<file path="src/hw/rtl/ssc_pkg.sv">
// Shared types, constants, calibration tables and helper functions for the
// servo segment clock sequencer. No dependencies.
package ssc_pkg;

  localparam int CHANNELS_PER_BANK = 16;
  localparam int BANKS             = 2;
  localparam int CH_W              = $clog2(CHANNELS_PER_BANK);
  localparam int PULSE_W           = 12;
  localparam int DIGITS            = 10;
  localparam int CFG_IDX_W         = 3;
  localparam int CFG_DATA_W        = 12;

  localparam logic [PULSE_W-1:0] PULSE_MAX      = 12'hFFF;
  localparam logic [4:0]         HALF_DAY_HOURS = 5'd12;
  localparam logic [CH_W-1:0]    SLEEP_LAST_CH  = 4'd14;
  localparam logic [2:0]         SEG_LAST_SIDE  = 3'd5;

  // Segment numbers inside one digit.
  localparam logic [2:0] SEG_B = 3'd1;
  localparam logic [2:0] SEG_F = 3'd5;
  localparam logic [2:0] SEG_G = 3'd6;

  typedef enum logic [CFG_IDX_W-1:0] {
    CFG_CLEAR_OFFSET = 3'd0,
    CFG_SLEEP_FIRST  = 3'd1,
    CFG_SLEEP_LAST   = 3'd2,
    CFG_SV_HOUR      = 3'd3,
    CFG_SV_FIRST     = 3'd4,
    CFG_SV_LAST      = 3'd5
  } cfg_reg_e;

  typedef enum logic [1:0] {
    OP_PLAIN   = 2'd0,
    OP_ADD_SAT = 2'd1,
    OP_SUB_SAT = 2'd2
  } pulse_op_e;

  typedef struct packed {
    logic [PULSE_W-1:0] clear_offset;
    logic [4:0]         sleep_first;
    logic [4:0]         sleep_last;
    logic [4:0]         sv_hour;
    logic [5:0]         sv_first;
    logic [5:0]         sv_last;
  } cfg_t;

  typedef struct packed {
    logic            emit;
    logic            last;
    logic            bank;
    logic [CH_W-1:0] channel;
    logic            lit;
    pulse_op_e       op;
  } step_t;

  typedef struct packed {
    logic [3:0] tens;
    logic [3:0] units;
  } digits_t;

  localparam logic [PULSE_W-1:0] POS_OFF [BANKS][CHANNELS_PER_BANK] = '{
    '{12'd460, 12'd445, 12'd445, 12'd444, 12'd445, 12'd460, 12'd460, 12'd0,
      12'd445, 12'd455, 12'd455, 12'd440, 12'd460, 12'd445, 12'd445, 12'd0},
    '{12'd450, 12'd455, 12'd435, 12'd460, 12'd445, 12'd455, 12'd435, 12'd0,
      12'd440, 12'd460, 12'd430, 12'd440, 12'd465, 12'd445, 12'd435, 12'd0}
  };

  localparam logic [PULSE_W-1:0] POS_ON [BANKS][CHANNELS_PER_BANK] = '{
    '{12'd266, 12'd255, 12'd250, 12'd245, 12'd260, 12'd266, 12'd271, 12'd0,
      12'd250, 12'd265, 12'd260, 12'd250, 12'd280, 12'd250, 12'd260, 12'd0},
    '{12'd252, 12'd263, 12'd252, 12'd279, 12'd248, 12'd260, 12'd243, 12'd0,
      12'd253, 12'd280, 12'd245, 12'd245, 12'd282, 12'd260, 12'd240, 12'd0}
  };

  // Bit s set means segment s is lit.
  localparam logic [6:0] SEG_MASK [DIGITS] = '{
    7'h3F, 7'h06, 7'h5B, 7'h4F, 7'h66, 7'h6D, 7'h7D, 7'h07, 7'h7F, 7'h6F
  };

  // A digit above nine shows nothing; segment seven does not exist.
  function automatic logic seg_lit(input logic [3:0] digit, input logic [2:0] s);
    logic res;
    res = 1'b0;
    if ((digit <= 4'd9) && (s <= SEG_G)) begin
      res = SEG_MASK[digit][s];
    end
    return res;
  endfunction

  // Split a 6-bit value into decimal digits: multiply by 205/2048 is exact
  // for every value below 64.
  function automatic digits_t split10(input logic [5:0] v);
    logic [13:0] prod;
    logic [2:0]  tens;
    logic [5:0]  tens_x10;
    digits_t     res;
    prod     = {8'd0, v} * 14'd205;
    tens     = prod[13:11];
    tens_x10 = {tens, 3'b000} + {2'b00, tens, 1'b0};
    res.tens  = {1'b0, tens};
    res.units = 4'(v - tens_x10);
    return res;
  endfunction

endpackage

</file>
<file path="src/hw/rtl/ssc_time_if.sv">
// Request channel carrying one time reading (hour, minute, second).
// Depends on nothing.
interface ssc_time_if;
  logic       valid;
  logic       ready;
  logic [4:0] hours;
  logic [5:0] minutes;
  logic [5:0] seconds;

  modport source (output valid, output hours, output minutes, output seconds,
                  input ready);
  modport sink   (input valid, input hours, input minutes, input seconds,
                  output ready);
endinterface

</file>
<file path="src/hw/rtl/ssc_write_if.sv">
// Request channel carrying one servo pulse write.
// Depends on nothing.
interface ssc_write_if;
  logic        valid;
  logic        ready;
  logic        bank;
  logic [3:0]  channel;
  logic [11:0] pulse_off;
  logic        last;

  modport source (output valid, output bank, output channel, output pulse_off,
                  output last, input ready);
  modport sink   (input valid, input bank, input channel, input pulse_off,
                  input last, output ready);
endinterface

</file>
<file path="src/hw/rtl/servo_segment_clock_sequencer.sv">
// Top level of the servo segment clock sequencer: configuration registers,
// output register and the sequencer and pulse unit. Depends on ssc_pkg,
// ssc_time_if, ssc_write_if, ssc_sequencer and ssc_pulse_unit.
//
// Usage. A time reading (hours, minutes, seconds) arrives as a request on
// req_i. For every reading the block sends an ordered run of servo pulse
// writes on wr_o, one request per write; the final write of a run carries
// last. Bank 0 drives the hour digits and bank 1 the minute digits.
// In the cycle after acceptance the reading is split into digits, then
// the sequencer walks one plan slot per cycle. A normal reading walks 36
// slots (twelve for the middle segments, of which the push-aside slots still
// occupy the walk but send no write when not needed, then 24 side segments);
// a sleep hour walks 30.
// The first write reaches wr_o through the output register once the digits
// are split and the first slot that sends a write has been walked. req_i.ready
// is high only while no reading is in progress.
// When the receiver stalls, the finished write waits in the output register
// and the slot walk halts until it is taken; nothing is dropped.
// Reset restores the configuration defaults and clears the remembered
// digits to zero. Configuration must only be written while the block is idle.
module servo_segment_clock_sequencer (
  input  logic                               clk_i,
  input  logic                               rst_ni,
  ssc_time_if.sink                           req_i,
  ssc_write_if.source                        wr_o,
  input  logic                               cfg_we_i,
  input  logic [ssc_pkg::CFG_IDX_W-1:0]      cfg_idx_i,
  input  logic [ssc_pkg::CFG_DATA_W-1:0]     cfg_data_i
);

  ssc_pkg::cfg_t  cfg_q, cfg_d;
  ssc_pkg::step_t step;
  logic           adv;
  logic [ssc_pkg::PULSE_W-1:0] pulse;

  logic                        out_valid_q, out_valid_d;
  logic                        out_bank_q;
  logic [ssc_pkg::CH_W-1:0]    out_channel_q;
  logic [ssc_pkg::PULSE_W-1:0] out_pulse_q;
  logic                        out_last_q;

  // Configuration decode. Unknown indexes are ignored.
  always_comb begin
    cfg_d = cfg_q;
    if (cfg_we_i) begin
      unique case (cfg_idx_i)
        ssc_pkg::CFG_CLEAR_OFFSET: cfg_d.clear_offset = cfg_data_i;
        ssc_pkg::CFG_SLEEP_FIRST:  cfg_d.sleep_first  = cfg_data_i[4:0];
        ssc_pkg::CFG_SLEEP_LAST:   cfg_d.sleep_last   = cfg_data_i[4:0];
        ssc_pkg::CFG_SV_HOUR:      cfg_d.sv_hour      = cfg_data_i[4:0];
        ssc_pkg::CFG_SV_FIRST:     cfg_d.sv_first     = cfg_data_i[5:0];
        ssc_pkg::CFG_SV_LAST:      cfg_d.sv_last      = cfg_data_i[5:0];
        default: ;
      endcase
    end
  end

  always_ff @(posedge clk_i or negedge rst_ni) begin
    if (!rst_ni) begin
      cfg_q.clear_offset <= 12'd100;
      cfg_q.sleep_first  <= 5'd7;
      cfg_q.sleep_last   <= 5'd18;
      cfg_q.sv_hour      <= 5'd23;
      cfg_q.sv_first     <= 6'd58;
      cfg_q.sv_last      <= 6'd59;
    end else begin
      cfg_q <= cfg_d;
    end
  end

  // The slot walk moves whenever the output register is free or being taken.
  assign adv = !out_valid_q || wr_o.ready;

  ssc_sequencer u_seq (
    .clk_i  (clk_i),
    .rst_ni (rst_ni),
    .req_i  (req_i),
    .cfg_i  (cfg_q),
    .adv_i  (adv),
    .step_o (step)
  );

  ssc_pulse_unit u_pulse (
    .step_i   (step),
    .offset_i (cfg_q.clear_offset),
    .pulse_o  (pulse)
  );

  // Output register: holds the current write until the receiver takes it.
  assign out_valid_d = adv ? step.emit : out_valid_q;

  always_ff @(posedge clk_i or negedge rst_ni) begin
    if (!rst_ni) begin
      out_valid_q <= 1'b0;
    end else begin
      out_valid_q <= out_valid_d;
    end
  end

  always_ff @(posedge clk_i) begin
    if (adv && step.emit) begin
      out_bank_q    <= step.bank;
      out_channel_q <= step.channel;
      out_pulse_q   <= pulse;
      out_last_q    <= step.last;
    end
  end

  assign wr_o.valid     = out_valid_q;
  assign wr_o.bank      = out_bank_q;
  assign wr_o.channel   = out_channel_q;
  assign wr_o.pulse_off = out_pulse_q;
  assign wr_o.last      = out_last_q;

  // Once the final write of a run is loaded, a new reading can be taken.
  a_last_frees_input: assert property (@(posedge clk_i) disable iff (!rst_ni)
    adv && step.emit && step.last |=> req_i.ready)
    else $error("sequencer did not return to idle after the final write");

  // The digit split cycle after acceptance never produces a write.
  a_split_cycle_quiet: assert property (@(posedge clk_i) disable iff (!rst_ni)
    req_i.valid && req_i.ready |=> !step.emit && !req_i.ready)
    else $error("write produced during digit split or input still ready");

  // Channel 15 carries no servo and is never written.
  a_unused_channel: assert property (@(posedge clk_i) disable iff (!rst_ni)
    step.emit |-> step.channel != 4'd15)
    else $error("write to an unused channel");

  // No write is produced while the block is idle.
  a_idle_quiet: assert property (@(posedge clk_i) disable iff (!rst_ni)
    req_i.ready |-> !step.emit)
    else $error("write produced while idle");

endmodule

</file>
<file path="src/hw/rtl/ssc_pulse_unit.sv">
// Shared pulse arithmetic: calibration lookup and one saturating add/subtract.
// Depends on ssc_pkg.
module ssc_pulse_unit (
  input  ssc_pkg::step_t                step_i,
  input  logic [ssc_pkg::PULSE_W-1:0]   offset_i,
  output logic [ssc_pkg::PULSE_W-1:0]   pulse_o
);

  logic [ssc_pkg::PULSE_W-1:0] base;
  logic [ssc_pkg::PULSE_W:0]   operand;
  logic [ssc_pkg::PULSE_W:0]   res;
  logic                        is_sub;

  assign base = step_i.lit ? ssc_pkg::POS_ON[step_i.bank][step_i.channel]
                           : ssc_pkg::POS_OFF[step_i.bank][step_i.channel];

  // One adder serves both directions; subtraction adds the complement.
  assign is_sub  = (step_i.op == ssc_pkg::OP_SUB_SAT);
  assign operand = is_sub ? ~{1'b0, offset_i} : {1'b0, offset_i};
  assign res     = {1'b0, base} + operand + {{ssc_pkg::PULSE_W{1'b0}}, is_sub};

  always_comb begin
    case (step_i.op)
      ssc_pkg::OP_ADD_SAT: pulse_o = res[ssc_pkg::PULSE_W] ? ssc_pkg::PULSE_MAX
                                                           : res[ssc_pkg::PULSE_W-1:0];
      ssc_pkg::OP_SUB_SAT: pulse_o = res[ssc_pkg::PULSE_W] ? '0
                                                           : res[ssc_pkg::PULSE_W-1:0];
      default:             pulse_o = base;
    endcase
  end

endmodule

</file>
<file path="src/hw/rtl/ssc_sequencer.sv">
// Sequencer: captures a time reading, splits it into digits and walks the
// write plan one slot per step. Depends on ssc_pkg and ssc_time_if.
module ssc_sequencer (
  input  logic                clk_i,
  input  logic                rst_ni,
  ssc_time_if.sink            req_i,
  input  ssc_pkg::cfg_t       cfg_i,
  input  logic                adv_i,
  output ssc_pkg::step_t      step_o
);

  typedef enum logic [4:0] {
    PH_IDLE    = 5'b00001,
    PH_DIGITS  = 5'b00010,
    PH_MIDDLE  = 5'b00100,
    PH_SEGMENT = 5'b01000,
    PH_SLEEP   = 5'b10000
  } phase_e;

  phase_e     phase_q, phase_d;
  logic [4:0] hours_q;
  logic [5:0] minutes_q, seconds_q;
  // Digit order: minute tens, minute units, hour tens, hour units.
  logic [3:0] cur_q [4];
  logic [3:0] cur_d [4];
  logic [3:0] prev_q [4];
  logic [3:0] prev_d [4];
  logic [1:0] dig_q, dig_d;
  logic [1:0] sub_q, sub_d;
  logic [3:0] idx_q, idx_d;
  logic       bank_q, bank_d;

  logic             accept;
  logic             view_sec, asleep;
  logic [4:0]       h_red, h12;
  logic             h_tens;
  logic [4:0]       h_units;
  ssc_pkg::digits_t min_digits;
  logic [1:0]       rd_sel;
  logic [3:0]       d_now, d_prev;
  logic             mid_differs;
  logic             done;

  assign req_i.ready = (phase_q == PH_IDLE);
  assign accept      = req_i.valid && req_i.ready;

  // Digit decode from the captured reading.
  assign view_sec = (hours_q == cfg_i.sv_hour) && (minutes_q >= cfg_i.sv_first) &&
                    (minutes_q <= cfg_i.sv_last);
  assign asleep   = (hours_q >= cfg_i.sleep_first) && (hours_q <= cfg_i.sleep_last);
  assign h_red    = (hours_q > ssc_pkg::HALF_DAY_HOURS) ?
                    hours_q - ssc_pkg::HALF_DAY_HOURS : hours_q;
  assign h12      = (h_red == 5'd0) ? ssc_pkg::HALF_DAY_HOURS : h_red;
  assign h_tens   = (h12 >= 5'd10);
  assign h_units  = h_tens ? h12 - 5'd10 : h12;
  assign min_digits = ssc_pkg::split10(view_sec ? seconds_q : minutes_q);

  // The segment phase walks hour tens, hour units, minute tens, minute units.
  assign rd_sel      = (phase_q == PH_MIDDLE) ? dig_q : {~dig_q[1], dig_q[0]};
  assign d_now       = cur_q[rd_sel];
  assign d_prev      = prev_q[rd_sel];
  assign mid_differs = ssc_pkg::seg_lit(d_now, ssc_pkg::SEG_G) !=
                       ssc_pkg::seg_lit(d_prev, ssc_pkg::SEG_G);

  always_comb begin
    step_o = '{emit: 1'b0, last: 1'b0, bank: 1'b0, channel: '0, lit: 1'b0,
               op: ssc_pkg::OP_PLAIN};
    unique case (phase_q)
      PH_MIDDLE: begin
        step_o.bank = ~dig_q[1];
        case (sub_q)
          2'd0: begin
            step_o.emit    = mid_differs && ssc_pkg::seg_lit(d_prev, ssc_pkg::SEG_B);
            step_o.channel = {dig_q[0], ssc_pkg::SEG_B};
            step_o.lit     = 1'b1;
            step_o.op      = ssc_pkg::OP_ADD_SAT;
          end
          2'd1: begin
            step_o.emit    = mid_differs && ssc_pkg::seg_lit(d_prev, ssc_pkg::SEG_G);
            step_o.channel = {dig_q[0], ssc_pkg::SEG_F};
            step_o.op      = ssc_pkg::OP_SUB_SAT;
          end
          default: begin
            step_o.emit    = 1'b1;
            step_o.channel = {dig_q[0], ssc_pkg::SEG_G};
            step_o.lit     = ssc_pkg::seg_lit(d_now, ssc_pkg::SEG_G);
          end
        endcase
      end
      PH_SEGMENT: begin
        step_o.emit    = 1'b1;
        step_o.bank    = dig_q[1];
        step_o.channel = {dig_q[0], idx_q[2:0]};
        step_o.lit     = ssc_pkg::seg_lit(d_now, idx_q[2:0]);
        step_o.last    = (dig_q == 2'd3) && (idx_q[2:0] == ssc_pkg::SEG_LAST_SIDE);
      end
      PH_SLEEP: begin
        step_o.emit    = 1'b1;
        step_o.bank    = bank_q;
        step_o.channel = idx_q;
        step_o.last    = bank_q && (idx_q == ssc_pkg::SLEEP_LAST_CH);
      end
      default: ;
    endcase
  end

  assign done = adv_i && step_o.last;

  always_comb begin
    phase_d = phase_q;
    dig_d   = dig_q;
    sub_d   = sub_q;
    idx_d   = idx_q;
    bank_d  = bank_q;
    cur_d   = cur_q;
    prev_d  = prev_q;
    unique case (phase_q)
      PH_IDLE: begin
        if (accept) begin
          phase_d = PH_DIGITS;
        end
      end
      PH_DIGITS: begin
        cur_d[0] = min_digits.tens;
        cur_d[1] = min_digits.units;
        cur_d[2] = {3'd0, h_tens};
        cur_d[3] = h_units[3:0];
        dig_d    = 2'd0;
        sub_d    = 2'd0;
        idx_d    = 4'd0;
        bank_d   = 1'b0;
        phase_d  = asleep ? PH_SLEEP : PH_MIDDLE;
      end
      PH_MIDDLE: begin
        if (adv_i) begin
          if (sub_q == 2'd2) begin
            sub_d = 2'd0;
            dig_d = dig_q + 2'd1;
            if (dig_q == 2'd3) begin
              phase_d = PH_SEGMENT;
              idx_d   = 4'd0;
            end
          end else begin
            sub_d = sub_q + 2'd1;
          end
        end
      end
      PH_SEGMENT: begin
        if (adv_i) begin
          dig_d = dig_q + 2'd1;
          if (dig_q == 2'd3) begin
            idx_d = idx_q + 4'd1;
          end
        end
      end
      PH_SLEEP: begin
        if (adv_i) begin
          idx_d = idx_q + 4'd1;
          if (idx_q == ssc_pkg::SLEEP_LAST_CH) begin
            idx_d  = 4'd0;
            bank_d = 1'b1;
          end
        end
      end
      default: phase_d = PH_IDLE;
    endcase
    if (done) begin
      phase_d = PH_IDLE;
      prev_d  = cur_q;
    end
  end

  always_ff @(posedge clk_i or negedge rst_ni) begin
    if (!rst_ni) begin
      phase_q <= PH_IDLE;
      dig_q   <= 2'd0;
      sub_q   <= 2'd0;
      idx_q   <= 4'd0;
      bank_q  <= 1'b0;
      for (int i = 0; i < 4; i++) begin
        prev_q[i] <= 4'd0;
        cur_q[i]  <= 4'd0;
      end
    end else begin
      phase_q <= phase_d;
      dig_q   <= dig_d;
      sub_q   <= sub_d;
      idx_q   <= idx_d;
      bank_q  <= bank_d;
      prev_q  <= prev_d;
      cur_q   <= cur_d;
    end
  end

  always_ff @(posedge clk_i) begin
    if (accept) begin
      hours_q   <= req_i.hours;
      minutes_q <= req_i.minutes;
      seconds_q <= req_i.seconds;
    end
  end

endmodule

</file>
<file path="src/flat_wrapper.sv">
// flat-port wrapper written by rule: the top's interface ports become plain ports
module servo_segment_clock_sequencer_flat 
  (clk_i, rst_ni, cfg_we_i, cfg_idx_i, cfg_data_i, req_i_valid, req_i_hours, req_i_minutes, req_i_seconds, req_i_ready, wr_o_valid, wr_o_bank, wr_o_channel, wr_o_pulse_off, wr_o_last, wr_o_ready);
  ssc_time_if req_i_i ();
  ssc_write_if wr_o_i ();
  input  logic clk_i;
  input  logic rst_ni;
  input  logic cfg_we_i;
  input  logic [ssc_pkg::CFG_IDX_W-1:0] cfg_idx_i;
  input  logic [ssc_pkg::CFG_DATA_W-1:0] cfg_data_i;
  input wire logic [$bits(req_i_i.valid)-1:0] req_i_valid;
  input wire logic [$bits(req_i_i.hours)-1:0] req_i_hours;
  input wire logic [$bits(req_i_i.minutes)-1:0] req_i_minutes;
  input wire logic [$bits(req_i_i.seconds)-1:0] req_i_seconds;
  output wire logic [$bits(req_i_i.ready)-1:0] req_i_ready;
  output wire logic [$bits(wr_o_i.valid)-1:0] wr_o_valid;
  output wire logic [$bits(wr_o_i.bank)-1:0] wr_o_bank;
  output wire logic [$bits(wr_o_i.channel)-1:0] wr_o_channel;
  output wire logic [$bits(wr_o_i.pulse_off)-1:0] wr_o_pulse_off;
  output wire logic [$bits(wr_o_i.last)-1:0] wr_o_last;
  input wire logic [$bits(wr_o_i.ready)-1:0] wr_o_ready;
  assign req_i_i.valid = req_i_valid;
  assign req_i_i.hours = req_i_hours;
  assign req_i_i.minutes = req_i_minutes;
  assign req_i_i.seconds = req_i_seconds;
  assign req_i_ready = req_i_i.ready;
  assign wr_o_valid = wr_o_i.valid;
  assign wr_o_bank = wr_o_i.bank;
  assign wr_o_channel = wr_o_i.channel;
  assign wr_o_pulse_off = wr_o_i.pulse_off;
  assign wr_o_last = wr_o_i.last;
  assign wr_o_i.ready = wr_o_ready;
  servo_segment_clock_sequencer u_core (.clk_i(clk_i), .rst_ni(rst_ni), .req_i(req_i_i), .wr_o(wr_o_i), .cfg_we_i(cfg_we_i), .cfg_idx_i(cfg_idx_i), .cfg_data_i(cfg_data_i));
endmodule
</file>
<file path="config.mk">
export PLATFORM = sky130hd
export DESIGN_NAME = servo_segment_clock_sequencer_flat
export DESIGN_NICKNAME = d
export VERILOG_FILES = /design/src/hw/rtl/ssc_pkg.sv /design/src/hw/rtl/ssc_time_if.sv /design/src/hw/rtl/ssc_write_if.sv /design/src/hw/rtl/servo_segment_clock_sequencer.sv /design/src/hw/rtl/ssc_pulse_unit.sv /design/src/hw/rtl/ssc_sequencer.sv /design/src/flat_wrapper.sv
export SDC_FILE = /design/constraint.sdc
export NUM_CORES = 1
export LEC_CHECK = 0
export ABC_AREA = 1
export BUFFER_PORTS_ARGS = -buffer_cell sky130_fd_sc_hd__buf_2
export CORE_ASPECT_RATIO = 1.75
export CORE_MARGIN = 8
export CORE_UTILIZATION = 65
export DETAILED_ROUTE_END_ITERATION = 16
export HOLD_SLACK_MARGIN = 0.1
export PLACE_DENSITY = 0.95
export SYNTH_ARGS = -nofsm -noshare
export SYNTH_HDL_FRONTEND = slang
export SYNTH_SLANG_ARGS = --single-unit
</file>
<file path="constraint.sdc">
create_clock -name clk_i -period 10.06 [get_ports clk_i]
set_input_delay 2.012 -clock clk_i [delete_from_list [all_inputs] [get_ports clk_i]]
set_output_delay 2.012 -clock clk_i [all_outputs]
set_load 0.05 [all_outputs]
</file>
==> flow_results.org <==
** Run status
- Run status :: completed

** STA
- The final hold violation count is 0.
- In the finished design, the share of the clock period the worst path needs comes to 0.613.
- Highest clock frequency the design can meet :: 162 MHz
- Max transition margin :: 0.351
- Setup Viol. Count Final :: 0
- The smallest clock period supported by the final layout is computed as 6.16 ns.
- The number of slew-limit violations in the final report was 0.
- Worst-Margin Slew :: 0.973 ns
- Setup repair after global routing missed its margin :: false
- After routing, the total negative slack on setup checks comes to 0 ns.
- For the final database, setup skew stands at 0.0117 ns.

** Synthesis
- Most used standard cell by instance count after synthesis :: nand2_1
- Synthesized net count :: 1,140
- Top FF cell, synth :: dfrtp_1
- The synthesized design spends more area on one cell type than any other, namely dfrtp_1.
- Counting flops with an async set or reset pin after synthesis yields a share of 0.690.
- Counting flops and latches in the post-synthesis netlist gives 113.
- In this run the cell area of the synthesized design comes to 0.00813 mm2.
- Mapped Cells :: 1,015
- Top post-synthesis cells by area :: dfrtp_1 (17%), edfxtp_1 (13%), ha_1 (12%)
- For this run, the number of Yosys warnings is 0.
- Share of the synthesized area in the top cell type :: 0.172
- Number of unique standard cell types used by synthesis :: 53
- A synthesized cell averages 8.01 um2.
- The commonest cells after synthesis are nand2_1 (237), inv_1 (136), o21ai_0 (104), ha_1 (81).
- Seq/Total Area, Yosys :: 0.373
- Counting flops with a built-in enable in the synthesized netlist gives 35.

** Critical path
- On the worst path, the slowest cell contributes a delay of 0.59 ns.
- Critical path fanouts, max :: 10
- The worst setup path is of the reg2reg kind.
- STA puts the critical path data required time at 10.29 ns.
- The worst setup path is captured at a flop.
- In this design, the critical path's most frequently occurring cell is nand2_1.
- Worst Path Arrival :: 6.39 ns
- CP Launch Type :: flop
- Slowest stage cell, crit path :: dfstp_2

** Placement
- Routability congestion estimate :: 0.996
- Port buffering added 56 buffers.
- Estimated wirelength of the detail-placed design :: 15.3 mm
- Total placed cells including tap cells :: 1,223

** Clocking
- H-Tree Depth :: 4
- Buffers inserted during post-CTS setup optimization :: 0
- After clock tree synthesis, the clock-pin slew on the worst setup and hold paths is 0.06 ns.
- Number of buffers on the longest clock path :: 2
- Clock tree synthesis selected as its root buffer the cell clkbuf_16.
- After clock tree synthesis, the flow added hold-fix buffers numbering 0.
- The number of gates resized after CTS was 0.
- Number of buffers created by CTS :: 17
- Clock tree synthesis found a total of 113 sinks.
- Clock tree from TritonCTS :: yes
- For the worst-skew pair, the clock arrives at the later sink with an insertion delay of 0.44 ns.

** Die
- The core region is 0.0124 mm2.
- Measured along the y axis, the die boundary spans 164 um.
- Effective utilization at floorplan :: 0.658
- The die covers 0.0165 mm2.
- Num rows :: 54
- Width of the die :: 101 um
- During I/O placement, the number of pins put on the boundary was 57.

** Layout
- Leaving out filler cells and counting taps, the final layout contains 1,255.
- 0 antenna diodes ended up in the layout.
- Compared with the post-synthesis result, the final layout area differs by 12.3%.
- After the last flow step, the layout net total stands at 1,199.
- Of the cells placed in the final design, the portion with a size suffix greater than 1 is 0.157.

** Route
- Count of TritonRoute iterations in the first routing pass :: 8
- The routed layout has 7,867 vias.
- Initial DRC count :: 794
- Highest routed layer :: met4
- In the detailed route, the total length drawn on met2 is 12.1 mm.
- The routed design uses 1.68 mm of met3 wire.
- Once detail routing completed, the nets flagged for antenna violations numbered 0.
- Routed wire per std cell :: 18.4 um
- DRC viols :: 0
- Wire length after detailed routing :: 23.1 mm
- DRT met1 WL :: 7.52 mm
- Via/cell ratio :: 6.27

** Power
- Of the total power, the share spent switching nets is 0.469.
- The analysis attributes to cell leakage a power of 4.58 nW.
- For this design the ratio of total power to cell area is 306 mW/mm2.
- Internal power of the cells :: 1.48 mW
- Across the VDD grid, the largest voltage drop is 0.000313 V.
- Summed over all nets, the switching power comes to 1.31 mW.
- Comb power frac :: 0.529
- Relative contribution of the clock network to total power :: 0.215
- The share of total power dissipated in sequential elements is 0.255.
- Overall power consumption after layout is estimated at 2.79 mW.

** Global route
- The first global-routing pass estimated 38.6 mm of wire.
- Number of global-route vias before repair :: 8,157
- Pin count of the biggest net entering global routing :: 79
- In the global route stage, overall resource usage came out at 0.298.
- Number of antenna violations at the first check in global routing :: 0
- Global route total overflow :: 0

** Worst hold path
- Hold WC Path Type :: reg2reg

** Run
- The tool flagged a number of max-cap violations equal to 0.
## critical path: cells and delay by family, from the launching register on
| kind | cells | cell delay, ns |
|---|---|---|
| AO/OA/AOI/OAI | 10 | 1.90 |
| buffers and inverters | 5 | 0.67 |
| AND/OR/NAND/NOR | 16 | 1.89 |
| adder cells (fa/ha/maj) | 3 | 0.89 |
| flip-flops | 1 | 0.59 |
## flip-flops by register name, summed over array words and instances (netlist names)
| name | count |
|---|---|
| u_core.u_seq.minutes_q | 6 |
| u_core.u_seq.hours_q | 5 |
| u_core.u_seq.sub_q | 2 |
| u_core.u_seq.bank_q | 1 |
| u_core.wr_o.channel | 4 |
| u_core.wr_o.last | 1 |
| u_core.u_seq.phase_q | 5 |
| u_core.u_seq.cur_q | 12 |
| u_core.wr_o.pulse_off | 12 |
| u_core.wr_o.bank | 1 |
| u_core.cfg_q | 39 |
| u_core.u_seq.prev_q | 12 |
| u_core.wr_o.valid | 1 |
| u_core.u_seq.seconds_q | 6 |
| u_core.u_seq.dig_q | 2 |
| u_core.u_seq.idx_q | 4 |
## layout make-up
cell class | count | area (um2)
clock buffer | 20 | 447
clock inverter | 12 | 133
fill | 814 | 3230
inverter | 153 | 574
multi-input combinational | 731 | 4440
sequential | 113 | 3030
tap | 168 | 210
timing repair buffer | 58 | 298
## layer usage
metal  vias up  track usage
met4         0        0.224
met1      3625        0.289
met5         -            0
met3       200       0.0688
met2       548        0.534
li1       3494            -
## power by group through the flow
stage / sequential, mW / clock (mW) / combinational (mW)
after floorplan: 0.708 / 0 / 1.04
after global placement: 0.703 / 0 / 1.32
after detailed placement: 0.710 / 0 / 1.38
after CTS: 0.706 / 0.597 / 1.44
after global routing: 0.722 / 0.617 / 1.66
final: 0.713 / 0.602 / 1.48
## kinds of logic after synthesis
logic type	share of synthesized area
AO/OA/AOI/OAI	0.144
AND/OR/NAND/NOR	0.225
XOR/XNOR	0.0237
flip-flops	0.373
buffers and inverters	0.0814
multiplexers	0.0111
adder cells (fa/ha/maj)	0.142
## cells in the final DEF (no fill, tap or decap), types with 17 or more instances in the layout
cell / instances
nand2_1: 237
inv_1: 136
o21ai_0: 104
ha_1: 81
nor2_1: 56
dfrtp_1: 56
buf_2: 55
a21oi_1: 52
nand3_1: 47
edfxtp_1: 35
dfstp_2: 22
xor2_1: 17
clkbuf_16: 17
## stage by stage
| step | instance area [um2] | setup slack (ns) | util | hold WS (ns) |
|---|---|---|---|---|
| after CTS | 9130 | 4.22 | 0.739 | 0.489 |
| after detailed placement | 8550 | 4.42 | 0.692 | 0.471 |
| final | 9130 | 3.90 | 0.739 | 0.489 |
| after floorplan | 8130 | 5.04 | - | 0.445 |
| after global placement | 8550 | 4.61 | 0.692 | 0.462 |
| after global routing | 9130 | 3.50 | 0.739 | 0.498 |
## final timing paths
check                                   startpoint                       end  slack, ns  depth (start not counted)
max                        u_core.u_seq.phase_q[0]  u_core.wr_o.pulse_off[0]       3.90                         34
min                        u_core.u_seq.prev_q[14]   u_core.u_seq.prev_q[14]       0.49                          2
max reg2reg                u_core.u_seq.phase_q[0]  u_core.wr_o.pulse_off[0]       3.90                         34
min reg2reg                u_core.u_seq.prev_q[14]   u_core.u_seq.prev_q[14]       0.49                          2
max in group asynchronous                   rst_ni           u_core.cfg_q[2]       7.69                          1
min in group asynchronous                   rst_ni    u_core.u_seq.cur_q[13]       1.72                          1
Power figures use the tool's default switching activity.
